## src/jpeg_ssd_pkg.sv

```systemverilog
`default_nettype none
// ---------------------------------------------------------------------------
// jpeg_ssd_pkg
// Types, constants and Huffman tables shared by the subsampling detector.
// ---------------------------------------------------------------------------
package jpeg_ssd_pkg;

  localparam int LumaBlocksADefault = 4;
  localparam int LumaBlocksBDefault = 2;
  localparam logic [15:0] McuLimitReset = 16'd10000;
  localparam logic [7:0] MarkerByte = 8'hFF;
  localparam logic [7:0] StuffByte = 8'h00;
  localparam logic [6:0] LastCoef = 7'd63;
  localparam logic [8:0] DcSymCount = 9'd12;
  localparam logic [8:0] AcSymCount = 9'd162;
  localparam int CfgAddrWidth = 3;
  localparam logic [0:0] RegMcuLimit = 1'b0;

  typedef enum logic [1:0] {
    PH_DC_SYM   = 2'd0,
    PH_DC_EXTRA = 2'd1,
    PH_AC_SYM   = 2'd2,
    PH_AC_EXTRA = 2'd3
  } phase_t;

  typedef struct packed {
    logic [15:0] code_bits;
    logic [4:0]  code_length;
    logic [16:0] first_code_value;
    logic [7:0]  symbol_index;
    phase_t      decode_phase;
    logic [3:0]  extra_bits_left;
    logic [6:0]  coefficient_index;
    logic [2:0]  block_in_mcu;
    logic [15:0] mcu_tally;
  } dec_state_t;

  // Code-length counts: DC luma, DC chroma, AC luma, AC chroma.
  localparam logic [7:0] LEN_COUNTS [4][16] = '{
    '{8'd0, 8'd1, 8'd5, 8'd1, 8'd1, 8'd1, 8'd1, 8'd1,
      8'd1, 8'd0, 8'd0, 8'd0, 8'd0, 8'd0, 8'd0, 8'd0},
    '{8'd0, 8'd3, 8'd1, 8'd1, 8'd1, 8'd1, 8'd1, 8'd1,
      8'd1, 8'd1, 8'd1, 8'd0, 8'd0, 8'd0, 8'd0, 8'd0},
    '{8'd0, 8'd2, 8'd1, 8'd3, 8'd3, 8'd2, 8'd4, 8'd3,
      8'd5, 8'd5, 8'd4, 8'd4, 8'd0, 8'd0, 8'd1, 8'h7D},
    '{8'd0, 8'd2, 8'd1, 8'd2, 8'd4, 8'd4, 8'd3, 8'd4,
      8'd7, 8'd5, 8'd4, 8'd4, 8'd0, 8'd1, 8'd2, 8'h77}
  };

  localparam logic [7:0] AC_SYMS [2][162] = '{
    '{8'h01, 8'h02, 8'h03, 8'h00, 8'h04, 8'h11, 8'h05, 8'h12, 8'h21, 8'h31, 8'h41,
      8'h06, 8'h13, 8'h51, 8'h61, 8'h07, 8'h22, 8'h71, 8'h14, 8'h32, 8'h81, 8'h91,
      8'hA1, 8'h08, 8'h23, 8'h42, 8'hB1, 8'hC1, 8'h15, 8'h52, 8'hD1, 8'hF0, 8'h24,
      8'h33, 8'h62, 8'h72, 8'h82, 8'h09, 8'h0A, 8'h16, 8'h17, 8'h18, 8'h19, 8'h1A,
      8'h25, 8'h26, 8'h27, 8'h28, 8'h29, 8'h2A, 8'h34, 8'h35, 8'h36, 8'h37, 8'h38,
      8'h39, 8'h3A, 8'h43, 8'h44, 8'h45, 8'h46, 8'h47, 8'h48, 8'h49, 8'h4A, 8'h53,
      8'h54, 8'h55, 8'h56, 8'h57, 8'h58, 8'h59, 8'h5A, 8'h63, 8'h64, 8'h65, 8'h66,
      8'h67, 8'h68, 8'h69, 8'h6A, 8'h73, 8'h74, 8'h75, 8'h76, 8'h77, 8'h78, 8'h79,
      8'h7A, 8'h83, 8'h84, 8'h85, 8'h86, 8'h87, 8'h88, 8'h89, 8'h8A, 8'h92, 8'h93,
      8'h94, 8'h95, 8'h96, 8'h97, 8'h98, 8'h99, 8'h9A, 8'hA2, 8'hA3, 8'hA4, 8'hA5,
      8'hA6, 8'hA7, 8'hA8, 8'hA9, 8'hAA, 8'hB2, 8'hB3, 8'hB4, 8'hB5, 8'hB6, 8'hB7,
      8'hB8, 8'hB9, 8'hBA, 8'hC2, 8'hC3, 8'hC4, 8'hC5, 8'hC6, 8'hC7, 8'hC8, 8'hC9,
      8'hCA, 8'hD2, 8'hD3, 8'hD4, 8'hD5, 8'hD6, 8'hD7, 8'hD8, 8'hD9, 8'hDA, 8'hE1,
      8'hE2, 8'hE3, 8'hE4, 8'hE5, 8'hE6, 8'hE7, 8'hE8, 8'hE9, 8'hEA, 8'hF1, 8'hF2,
      8'hF3, 8'hF4, 8'hF5, 8'hF6, 8'hF7, 8'hF8, 8'hF9, 8'hFA},
    '{8'h00, 8'h01, 8'h02, 8'h03, 8'h11, 8'h04, 8'h05, 8'h21, 8'h31, 8'h06, 8'h12,
      8'h41, 8'h51, 8'h07, 8'h61, 8'h71, 8'h13, 8'h22, 8'h32, 8'h81, 8'h08, 8'h14,
      8'h42, 8'h91, 8'hA1, 8'hB1, 8'hC1, 8'h09, 8'h23, 8'h33, 8'h52, 8'hF0, 8'h15,
      8'h62, 8'h72, 8'hD1, 8'h0A, 8'h16, 8'h24, 8'h34, 8'hE1, 8'h25, 8'hF1, 8'h17,
      8'h18, 8'h19, 8'h1A, 8'h26, 8'h27, 8'h28, 8'h29, 8'h2A, 8'h35, 8'h36, 8'h37,
      8'h38, 8'h39, 8'h3A, 8'h43, 8'h44, 8'h45, 8'h46, 8'h47, 8'h48, 8'h49, 8'h4A,
      8'h53, 8'h54, 8'h55, 8'h56, 8'h57, 8'h58, 8'h59, 8'h5A, 8'h63, 8'h64, 8'h65,
      8'h66, 8'h67, 8'h68, 8'h69, 8'h6A, 8'h73, 8'h74, 8'h75, 8'h76, 8'h77, 8'h78,
      8'h79, 8'h7A, 8'h82, 8'h83, 8'h84, 8'h85, 8'h86, 8'h87, 8'h88, 8'h89, 8'h8A,
      8'h92, 8'h93, 8'h94, 8'h95, 8'h96, 8'h97, 8'h98, 8'h99, 8'h9A, 8'hA2, 8'hA3,
      8'hA4, 8'hA5, 8'hA6, 8'hA7, 8'hA8, 8'hA9, 8'hAA, 8'hB2, 8'hB3, 8'hB4, 8'hB5,
      8'hB6, 8'hB7, 8'hB8, 8'hB9, 8'hBA, 8'hC2, 8'hC3, 8'hC4, 8'hC5, 8'hC6, 8'hC7,
      8'hC8, 8'hC9, 8'hCA, 8'hD2, 8'hD3, 8'hD4, 8'hD5, 8'hD6, 8'hD7, 8'hD8, 8'hD9,
      8'hDA, 8'hE2, 8'hE3, 8'hE4, 8'hE5, 8'hE6, 8'hE7, 8'hE8, 8'hE9, 8'hEA, 8'hF2,
      8'hF3, 8'hF4, 8'hF5, 8'hF6, 8'hF7, 8'hF8, 8'hF9, 8'hFA}
  };

endpackage
`default_nettype wire

```

## src/jpeg_subsampling_detector.sv

```systemverilog
`default_nettype none
// ---------------------------------------------------------------------------
// jpeg_subsampling_detector
// Checks a baseline JPEG scan against 4:2:0 and 4:2:2 MCU layouts.
// ---------------------------------------------------------------------------
// Scan bytes arrive on the s_axis channel, one per transfer, tlast on the
// final byte of the scan. FF 00 pairs are unstuffed; any other byte after FF,
// or FF as the last byte, stops both decoders. Two Huffman decoders share
// one two-entry state memory with a registered read; each bit step is a read
// state and an execute state that writes the entry back unless that decoder
// is stopped or at its MCU limit, decoder A then decoder B. A data byte is
// taken in the idle state, then its bits, MSB first, are stepped through both
// decoders while s_axis is not ready; a held FF feeds no bits. After the last
// byte, the states T0, T1 and T2 read both tallies and OUT loads the report
// into the output register, which then shows on m_axis until taken. s_axis
// is ready again as soon as the report is loaded; if the previous report
// still waits when the next one is done, the block holds until it is taken.
// Reset clears the control state and marks both memory entries as holding the
// reset state; mcu_limit returns to 10000. The user writes the limit over the
// APB port at byte address 0 while the block is idle; it is not checked.
// ---------------------------------------------------------------------------
module jpeg_subsampling_detector #(
  parameter int LUMA_BLOCKS_A = jpeg_ssd_pkg::LumaBlocksADefault,
  parameter int LUMA_BLOCKS_B = jpeg_ssd_pkg::LumaBlocksBDefault
) (
  input  wire logic clk,
  input  wire logic rst,
  input  wire logic s_axis_tvalid,
  output logic      s_axis_tready,
  input  wire logic [7:0] s_axis_tdata,  // scan_byte
  input  wire logic s_axis_tlast,        // last_byte
  output logic      m_axis_tvalid,
  input  wire logic m_axis_tready,
  // count_four_luma [15:0], count_two_luma [31:16], is_four_two_zero [32]
  output logic [39:0] m_axis_tdata,
  input  wire logic psel,
  input  wire logic penable,
  input  wire logic pwrite,
  input  wire logic [jpeg_ssd_pkg::CfgAddrWidth-1:0] paddr,
  input  wire logic [31:0] pwdata,
  output logic [31:0] prdata,
  output logic pready
);
  import jpeg_ssd_pkg::*;

  typedef enum logic [6:0] {
    ST_IDLE = 7'b0000001,
    ST_RD   = 7'b0000010,
    ST_EX   = 7'b0000100,
    ST_T0   = 7'b0001000,
    ST_T1   = 7'b0010000,
    ST_T2   = 7'b0100000,
    ST_OUT  = 7'b1000000
  } state_t;

  localparam logic [2:0] LumaA = 3'(LUMA_BLOCKS_A);
  localparam logic [2:0] LumaB = 3'(LUMA_BLOCKS_B);

  state_t      state;
  logic [15:0] mcu_limit;
  logic [7:0]  held_byte;
  logic        awaiting_stuff_byte;
  logic [1:0]  decoder_stopped;
  logic [1:0]  entry_valid;
  logic [7:0]  bit_byte;
  logic [2:0]  bit_pos;
  logic        dec;
  logic        scan_last;
  logic [15:0] tally_a;
  logic [15:0] tally_b;

  dec_state_t  mem [2];
  dec_state_t  rd_data;
  logic        rd_valid;
  logic        rd_addr;
  logic        wr_en;
  dec_state_t  wr_data;
  logic        stop_now;

  logic        cfg_wr;
  logic        in_go;
  logic        out_go;
  logic        feed;
  logic [7:0]  feed_val;
  logic        kill_all;

  assign pready = 1'b1;
  assign cfg_wr = psel && penable && pwrite && pready;
  assign prdata = (paddr[CfgAddrWidth-1] == RegMcuLimit) ? {16'd0, mcu_limit} : 32'd0;

  assign s_axis_tready = (state == ST_IDLE);
  assign in_go = s_axis_tvalid && s_axis_tready;
  assign out_go = (state == ST_OUT) && (!m_axis_tvalid || m_axis_tready);

  // Byte unstuffing decision for the byte being taken.
  always_comb begin
    feed = 1'b0;
    feed_val = s_axis_tdata;
    kill_all = 1'b0;
    if (awaiting_stuff_byte) begin
      if (s_axis_tdata == StuffByte) begin
        feed = 1'b1;
        feed_val = held_byte;
      end else begin
        kill_all = 1'b1;
      end
    end else if (s_axis_tdata == MarkerByte) begin
      kill_all = s_axis_tlast;
    end else begin
      feed = 1'b1;
    end
  end

  always_comb begin
    rd_addr = dec;
    if (state == ST_T0) begin
      rd_addr = 1'b0;
    end else if (state == ST_T1) begin
      rd_addr = 1'b1;
    end
  end

  always_ff @(posedge clk) begin
    if (wr_en) begin
      mem[dec] <= wr_data;
    end
    rd_data <= mem[rd_addr];
  end

  // One bit step of the decoder whose entry was just read.
  always_comb begin
    dec_state_t s;
    dec_state_t n;
    logic [2:0]  luma;
    logic        chroma;
    logic        bitv;
    logic [4:0]  clen;
    logic [15:0] code;
    logic [7:0]  count;
    logic [16:0] diff;
    logic        match;
    logic [8:0]  idx;
    logic        idx_ok;
    logic [7:0]  sym;
    logic        is_ac;
    logic        sym_done;
    logic        fail;
    logic [6:0]  coef;
    logic        finish;
    logic        after;
    s = rd_valid ? rd_data : '0;
    n = s;
    luma = dec ? LumaB : LumaA;
    chroma = (s.block_in_mcu >= luma);
    bitv = bit_byte[bit_pos];
    is_ac = (s.decode_phase == PH_AC_SYM);
    clen = {1'b0, s.code_length[3:0]} + 5'd1;
    code = {s.code_bits[14:0], bitv};
    count = LEN_COUNTS[{is_ac, chroma}][4'(clen - 5'd1)];
    diff = {1'b0, code} - s.first_code_value;
    match = (count != 8'd0) && ({1'b0, code} >= s.first_code_value)
            && (diff < {9'd0, count});
    idx = {1'b0, s.symbol_index} + {1'b0, diff[7:0]};
    idx_ok = is_ac ? (idx < AcSymCount) : (idx < DcSymCount);
    sym = is_ac ? AC_SYMS[chroma][idx[7:0]] : idx[7:0];
    sym_done = match && idx_ok;
    fail = 1'b0;
    finish = 1'b0;
    after = 1'b0;
    coef = s.coefficient_index + {3'd0, sym[7:4]} + 7'd1;
    if (s.decode_phase == PH_DC_SYM || s.decode_phase == PH_AC_SYM) begin
      if (match || clen >= 5'd16) begin
        n.code_bits = '0;
        n.code_length = '0;
        n.first_code_value = '0;
        n.symbol_index = '0;
        fail = !sym_done;
      end else begin
        n.code_bits = code;
        n.code_length = clen;
        n.symbol_index = s.symbol_index + count;
        n.first_code_value = {s.first_code_value[15:0] + {8'd0, count}, 1'b0};
      end
    end
    unique case (s.decode_phase)
      PH_DC_SYM: begin
        if (sym_done) begin
          n.coefficient_index = '0;
          if (sym != 8'd0) begin
            n.extra_bits_left = sym[3:0];
            n.decode_phase = PH_DC_EXTRA;
          end else begin
            n.decode_phase = PH_AC_SYM;
          end
        end
      end
      PH_DC_EXTRA: begin
        n.extra_bits_left = s.extra_bits_left - 4'd1;
        if (n.extra_bits_left == 4'd0) begin
          n.decode_phase = PH_AC_SYM;
        end
      end
      PH_AC_SYM: begin
        if (sym_done) begin
          if (sym == 8'd0) begin
            finish = 1'b1;
          end else begin
            n.coefficient_index = coef;
            if (coef > LastCoef) begin
              fail = 1'b1;
            end else if (sym[3:0] != 4'd0) begin
              n.extra_bits_left = sym[3:0];
              n.decode_phase = PH_AC_EXTRA;
            end else begin
              after = 1'b1;
            end
          end
        end
      end
      PH_AC_EXTRA: begin
        n.extra_bits_left = s.extra_bits_left - 4'd1;
        after = (n.extra_bits_left == 4'd0);
      end
      default: begin
      end
    endcase
    if (after) begin
      if (n.coefficient_index >= LastCoef) begin
        finish = 1'b1;
      end else begin
        n.decode_phase = PH_AC_SYM;
      end
    end
    if (finish) begin
      n.block_in_mcu = s.block_in_mcu + 3'd1;
      if (n.block_in_mcu >= luma + 3'd2) begin
        n.block_in_mcu = '0;
        n.mcu_tally = s.mcu_tally + 16'd1;
      end
      n.decode_phase = PH_DC_SYM;
      n.coefficient_index = '0;
    end
    wr_en = (state == ST_EX) && !decoder_stopped[dec] && (s.mcu_tally < mcu_limit);
    wr_data = n;
    stop_now = wr_en && fail;
  end

  always_ff @(posedge clk) begin
    if (rst) begin
      state <= ST_IDLE;
      mcu_limit <= McuLimitReset;
      held_byte <= '0;
      awaiting_stuff_byte <= 1'b0;
      decoder_stopped <= '0;
      entry_valid <= '0;
      rd_valid <= 1'b0;
      bit_pos <= '0;
      dec <= 1'b0;
      scan_last <= 1'b0;
      m_axis_tvalid <= 1'b0;
    end else begin
      rd_valid <= entry_valid[rd_addr];
      if (cfg_wr && paddr[CfgAddrWidth-1] == RegMcuLimit) begin
        mcu_limit <= pwdata[15:0];
      end
      if (out_go) begin
        m_axis_tvalid <= 1'b1;
      end else if (m_axis_tvalid && m_axis_tready) begin
        m_axis_tvalid <= 1'b0;
      end
      if (wr_en) begin
        entry_valid[dec] <= 1'b1;
      end
      if (stop_now) begin
        decoder_stopped[dec] <= 1'b1;
      end
      unique case (state)
        ST_IDLE: begin
          if (in_go) begin
            scan_last <= s_axis_tlast;
            held_byte <= s_axis_tdata;
            awaiting_stuff_byte <= !awaiting_stuff_byte
                                   && (s_axis_tdata == MarkerByte) && !s_axis_tlast;
            if (kill_all) begin
              decoder_stopped <= 2'b11;
            end
            bit_byte <= feed_val;
            bit_pos <= 3'd7;
            dec <= 1'b0;
            if (feed) begin
              state <= ST_RD;
            end else if (s_axis_tlast) begin
              state <= ST_T0;
            end
          end
        end
        ST_RD: state <= ST_EX;
        ST_EX: begin
          dec <= !dec;
          if (!dec) begin
            state <= ST_RD;
          end else if (bit_pos != 3'd0) begin
            bit_pos <= bit_pos - 3'd1;
            state <= ST_RD;
          end else begin
            state <= scan_last ? ST_T0 : ST_IDLE;
          end
        end
        ST_T0: state <= ST_T1;
        ST_T1: begin
          tally_a <= rd_valid ? rd_data.mcu_tally : 16'd0;
          state <= ST_T2;
        end
        ST_T2: begin
          tally_b <= rd_valid ? rd_data.mcu_tally : 16'd0;
          state <= ST_OUT;
        end
        ST_OUT: begin
          if (out_go) begin
            entry_valid <= '0;
            decoder_stopped <= '0;
            held_byte <= '0;
            awaiting_stuff_byte <= 1'b0;
            state <= ST_IDLE;
          end
        end
        default: state <= ST_IDLE;
      endcase
    end
  end

  always_ff @(posedge clk) begin
    if (out_go) begin
      m_axis_tdata <= {7'd0, tally_a > tally_b, tally_b, tally_a};
    end
  end

`ifndef ASSERT_OFF
  // The report's choice must agree with the two counts it carries.
  assert property (@(posedge clk) disable iff (rst)
    m_axis_tvalid |-> (m_axis_tdata[32] == (m_axis_tdata[15:0] > m_axis_tdata[31:16])))
    else $error("subsampling choice disagrees with counts");
  // Loading a report starts a new scan with both entries at their reset state.
  assert property (@(posedge clk) disable iff (rst)
    out_go |=> (entry_valid == 2'b00) && (decoder_stopped == 2'b00))
    else $error("scan state not cleared after report");
  // The state memory is written only in an execute cycle.
  assert property (@(posedge clk) disable iff (rst)
    wr_en |-> (state == ST_EX) && $past(state == ST_RD))
    else $error("state memory written outside a bit step");
`endif

endmodule
`default_nettype wire

```

## config.mk

```make
export PLATFORM = sky130hd
export DESIGN_NAME = jpeg_subsampling_detector
export DESIGN_NICKNAME = d
export VERILOG_FILES = /design/src/jpeg_ssd_pkg.sv /design/src/jpeg_subsampling_detector.sv
export SDC_FILE = /design/constraint.sdc
export NUM_CORES = 1
export LEC_CHECK = 0
export BUFFER_PORTS_ARGS = -buffer_cell sky130_fd_sc_hd__buf_2
export CAP_MARGIN = 25
export CORE_ASPECT_RATIO = 0.5
export CORE_MARGIN = 2
export CORE_UTILIZATION = 50
export CTS_CLUSTER_DIAMETER = 30
export DETAILED_ROUTE_END_ITERATION = 10
export PLACE_DENSITY = 0.77
export SLEW_MARGIN = 15
export SYNTH_ARGS = -nofsm -noshare
export SYNTH_HDL_FRONTEND = slang
export SYNTH_SLANG_ARGS = --single-unit
```

## constraint.sdc

```tcl
create_clock -name clk -period 11.3 [get_ports clk]
set_clock_uncertainty 0.1 [all_clocks]
set_input_delay 0.565 -clock clk [delete_from_list [all_inputs] [get_ports clk]]
set_output_delay 0.565 -clock clk [all_outputs]
set_load 0.02 [all_outputs]
```

==> results.yml <==
sta:
  fmaxAchievable_mhz: 109
  worst_hold_slack_ps: 104
  tns_ps: 0
  worst_slew_pin_slew_ps: 961
  grt_setup_unrepaired: "false"
  max_slew_margin: 0.355
  drv_slew: 0
  min_period_over_period: 0.809
  finalHoldViolations: 0
  setup_viol: 0
  period_minus_slack_ps: 9140
cts:
  cts_made_buffers: 46
  post_cts_buffers: 0
  htree_levels: 2
  cts.sinks: 344
  root_buffer: "clkbuf_16"
  cts.path.max_buffers: 3
  post_cts_resized: 0
  cts_tree: "done"
  clkLatencyLatePin_ps: 580
  cts_hold_buf: 0
  cts.reportedPaths.clkPinSlew_ps: 60
synthesis:
  synth_common_cells: "edfxtp_1, nand2_1, a21oi_1"
  synthTopCellsByArea: "edfxtp_1, dfxtp_1, ha_1"
  ys.flop_type: "edfxtp_1"
  synth-warning-count: 0
  ys_seq_area_frac: 0.469
  synth_area_um2: 19500
  synthCells: 1904
  synth.distinct_cells: 92
  synth_top_area_frac: 0.347
  synth_seq_cells: 344
  async_flop_share: 0
  synth_edf_count: 225
  synth_top_cell_by_area: "edfxtp_1"
  yosysMostFrequentCell: "edfxtp_1"
  syn_area_per_cell_um2: 10.2
routing:
  final_antenna_net_count: 0
  viasPerCell: 6.07
  vias: 15300
  drtIter0Drc: 1673
  routedWlPerCell_um: 19.4
  drc: 0
  routed_wl_um: 48900
  dr.pass1.iters: 6
layout:
  antenna_cells: 0
  drive_gt1_frac: 0.160
  area_growth_pct: 12.9
  fin_area_um2: 22000
  fillers: 3196
  nets: 2117
setup_path:
  critical_path.max_fanout: 22
  endpoint_kind: "register"
  worst_path_max_delay_cell: "o22a_1"
  cp_common_cell: "nand2_1"
  critical-path-max-stage-delay_ps: 720
  crit_type: "reg2reg"
  worstSetupStartpointType: "register"
  critPathArrivalTime_ps: 9400
  critical_path_required_ps: 11560
placement:
  post-dp-hpwl_um: 31900
  portBuffers: 83
  routabilityCongestion: 0.919
  place_area_um2: 20300
floorplan:
  placementRows: 51
  core-area_um2: 38700
  initial_utilization: 0.504
  fp.dieH_um: 144
  die_width_um: 283
  dieArea_um2: 40600
  io-pin-count: 126
global_routing:
  gr-usage-all-layers: 0.232
  antenna_found_initial: 0
  grt_max_degree: 72
  grt_pass1_vias: 14400
  grt_pass1_wl_um: 75900
  overflow: 0
worst_hold_path:
  hold_class: "in2reg"
power:
  power.density_nw_per_um2: 143
  peakVddDrop_uv: 127
  p_leak_nw: 9.02
outcome:
  outcome: "finished, final reports clean"
run:
  max-cap-violations: 0
-- worst max-delay path, delay by kind of cell, from the launching register on --
| kind | cells | cell delay [ps] |
|---|---|---|
| buf+inv | 2 | 460 |
| flops | 1 | 450 |
| fa+ha+maj | 4 | 1510 |
| compound gates | 8 | 2690 |
| xor+xnor | 2 | 350 |
| simple gates | 7 | 2250 |
| mux | 2 | 1120 |
-- final timing paths --
check / startpoint / endpoint / slack (ps) / cells after the start
setup reg to reg: bit_pos[0] / mem[0][21] / 2160 / 25
hold reg to reg: tally_b[12] / m_axis_tdata[28] / 340 / 0
hold / removal: pwdata[9] / mcu_limit[9] / 100 / 2
setup / recovery: bit_pos[0] / mem[0][21] / 2160 / 25
-- report_power, final --
group	internal (mW)	switching [mW]	total [mW]	leakage, nW
Combinational	0.109	0.198	0.307	4.91
Sequential	1.34	0.00989	1.35	3.33
Clock	0.923	0.554	1.48	0.782
-- through the flow --
step / std cells / total power [mW] / utilization / worst slack [ps]
after global placement: 2434 / 1.67 / 0.525 / 2430
after global routing: 2522 / 3.24 / 0.568 / 1620
final: 2522 / 3.14 / 0.568 / 2160
after floorplan: 1926 / 1.60 / - / 1720
after detailed placement: 2435 / 1.67 / 0.525 / 2380
after CTS: 2519 / 3.15 / 0.567 / 2370
-- state kept, by name, indices dropped and copies added, names as in the netlist, 2 cells and up --
| register | flops |
|---|---|
| decoder_stopped | 2 |
| tally_a | 16 |
| mem | 152 |
| bit_byte | 8 |
| m_axis_tdata | 33 |
| rd_data | 76 |
| bit_pos | 3 |
| entry_valid | 2 |
| mcu_limit | 16 |
| state | 7 |
| tally_b | 16 |
| held_byte | 8 |
-- layout make-up --
class	count	area (µm²)	area share
well taps	530	663	0.0302
clock inverters	24	300	0.0137
inverters	89	334	0.0152
clock buffers	60	1320	0.0599
flip-flops and latches	344	9140	0.416
multi-input cells	1361	9550	0.434
repair buffers	114	682	0.0310
-- layer usage --
metal  vias up  part of all wire  global-route usage
li1       7147                 -                   -
met1      7311              0.43               0.307
met2       741              0.46               0.384
met3       107             0.085              0.0475
met4         0             0.025              0.0741
met5         -                 0                   0
-- placed cells by master (no fill, tap or decap), drive strengths merged, types with 12 or more instances in the layout --
cell and n:
a31oi 13, nand2b 24, and2 50, nand4 13, o31ai 17, buf 114
o21ai 84, mux2 81, o311ai 12, a211o 13, a21oi 122, dfxtp 119
a211oi 22, nor2 109, nor2b 25, o211ai 20, xor2 35, nor4 15
edfxtp 225, o22ai 27, mux2i 15, a21o 39, clkbuf 60, a2111oi 12
conb 24, inv 95, ha 105, nand2 185, and3 15, nor3 44
nand3 45, a311oi 12, xnor2 20
-- cell families (layout without fill, tap and decap cells) --
family          count (synthesis)  after routing  synth area share
fa+ha+maj                     110            110            0.0726
other cells                     2             24          0.000386
buf+inv                       221            287            0.0492
compound gates                494            494             0.173
mux                           103            103            0.0626
xor+xnor                       55             55            0.0251
simple gates                  575            575             0.148
flops                         344            344             0.469
(Power assumes the default switching activity.)
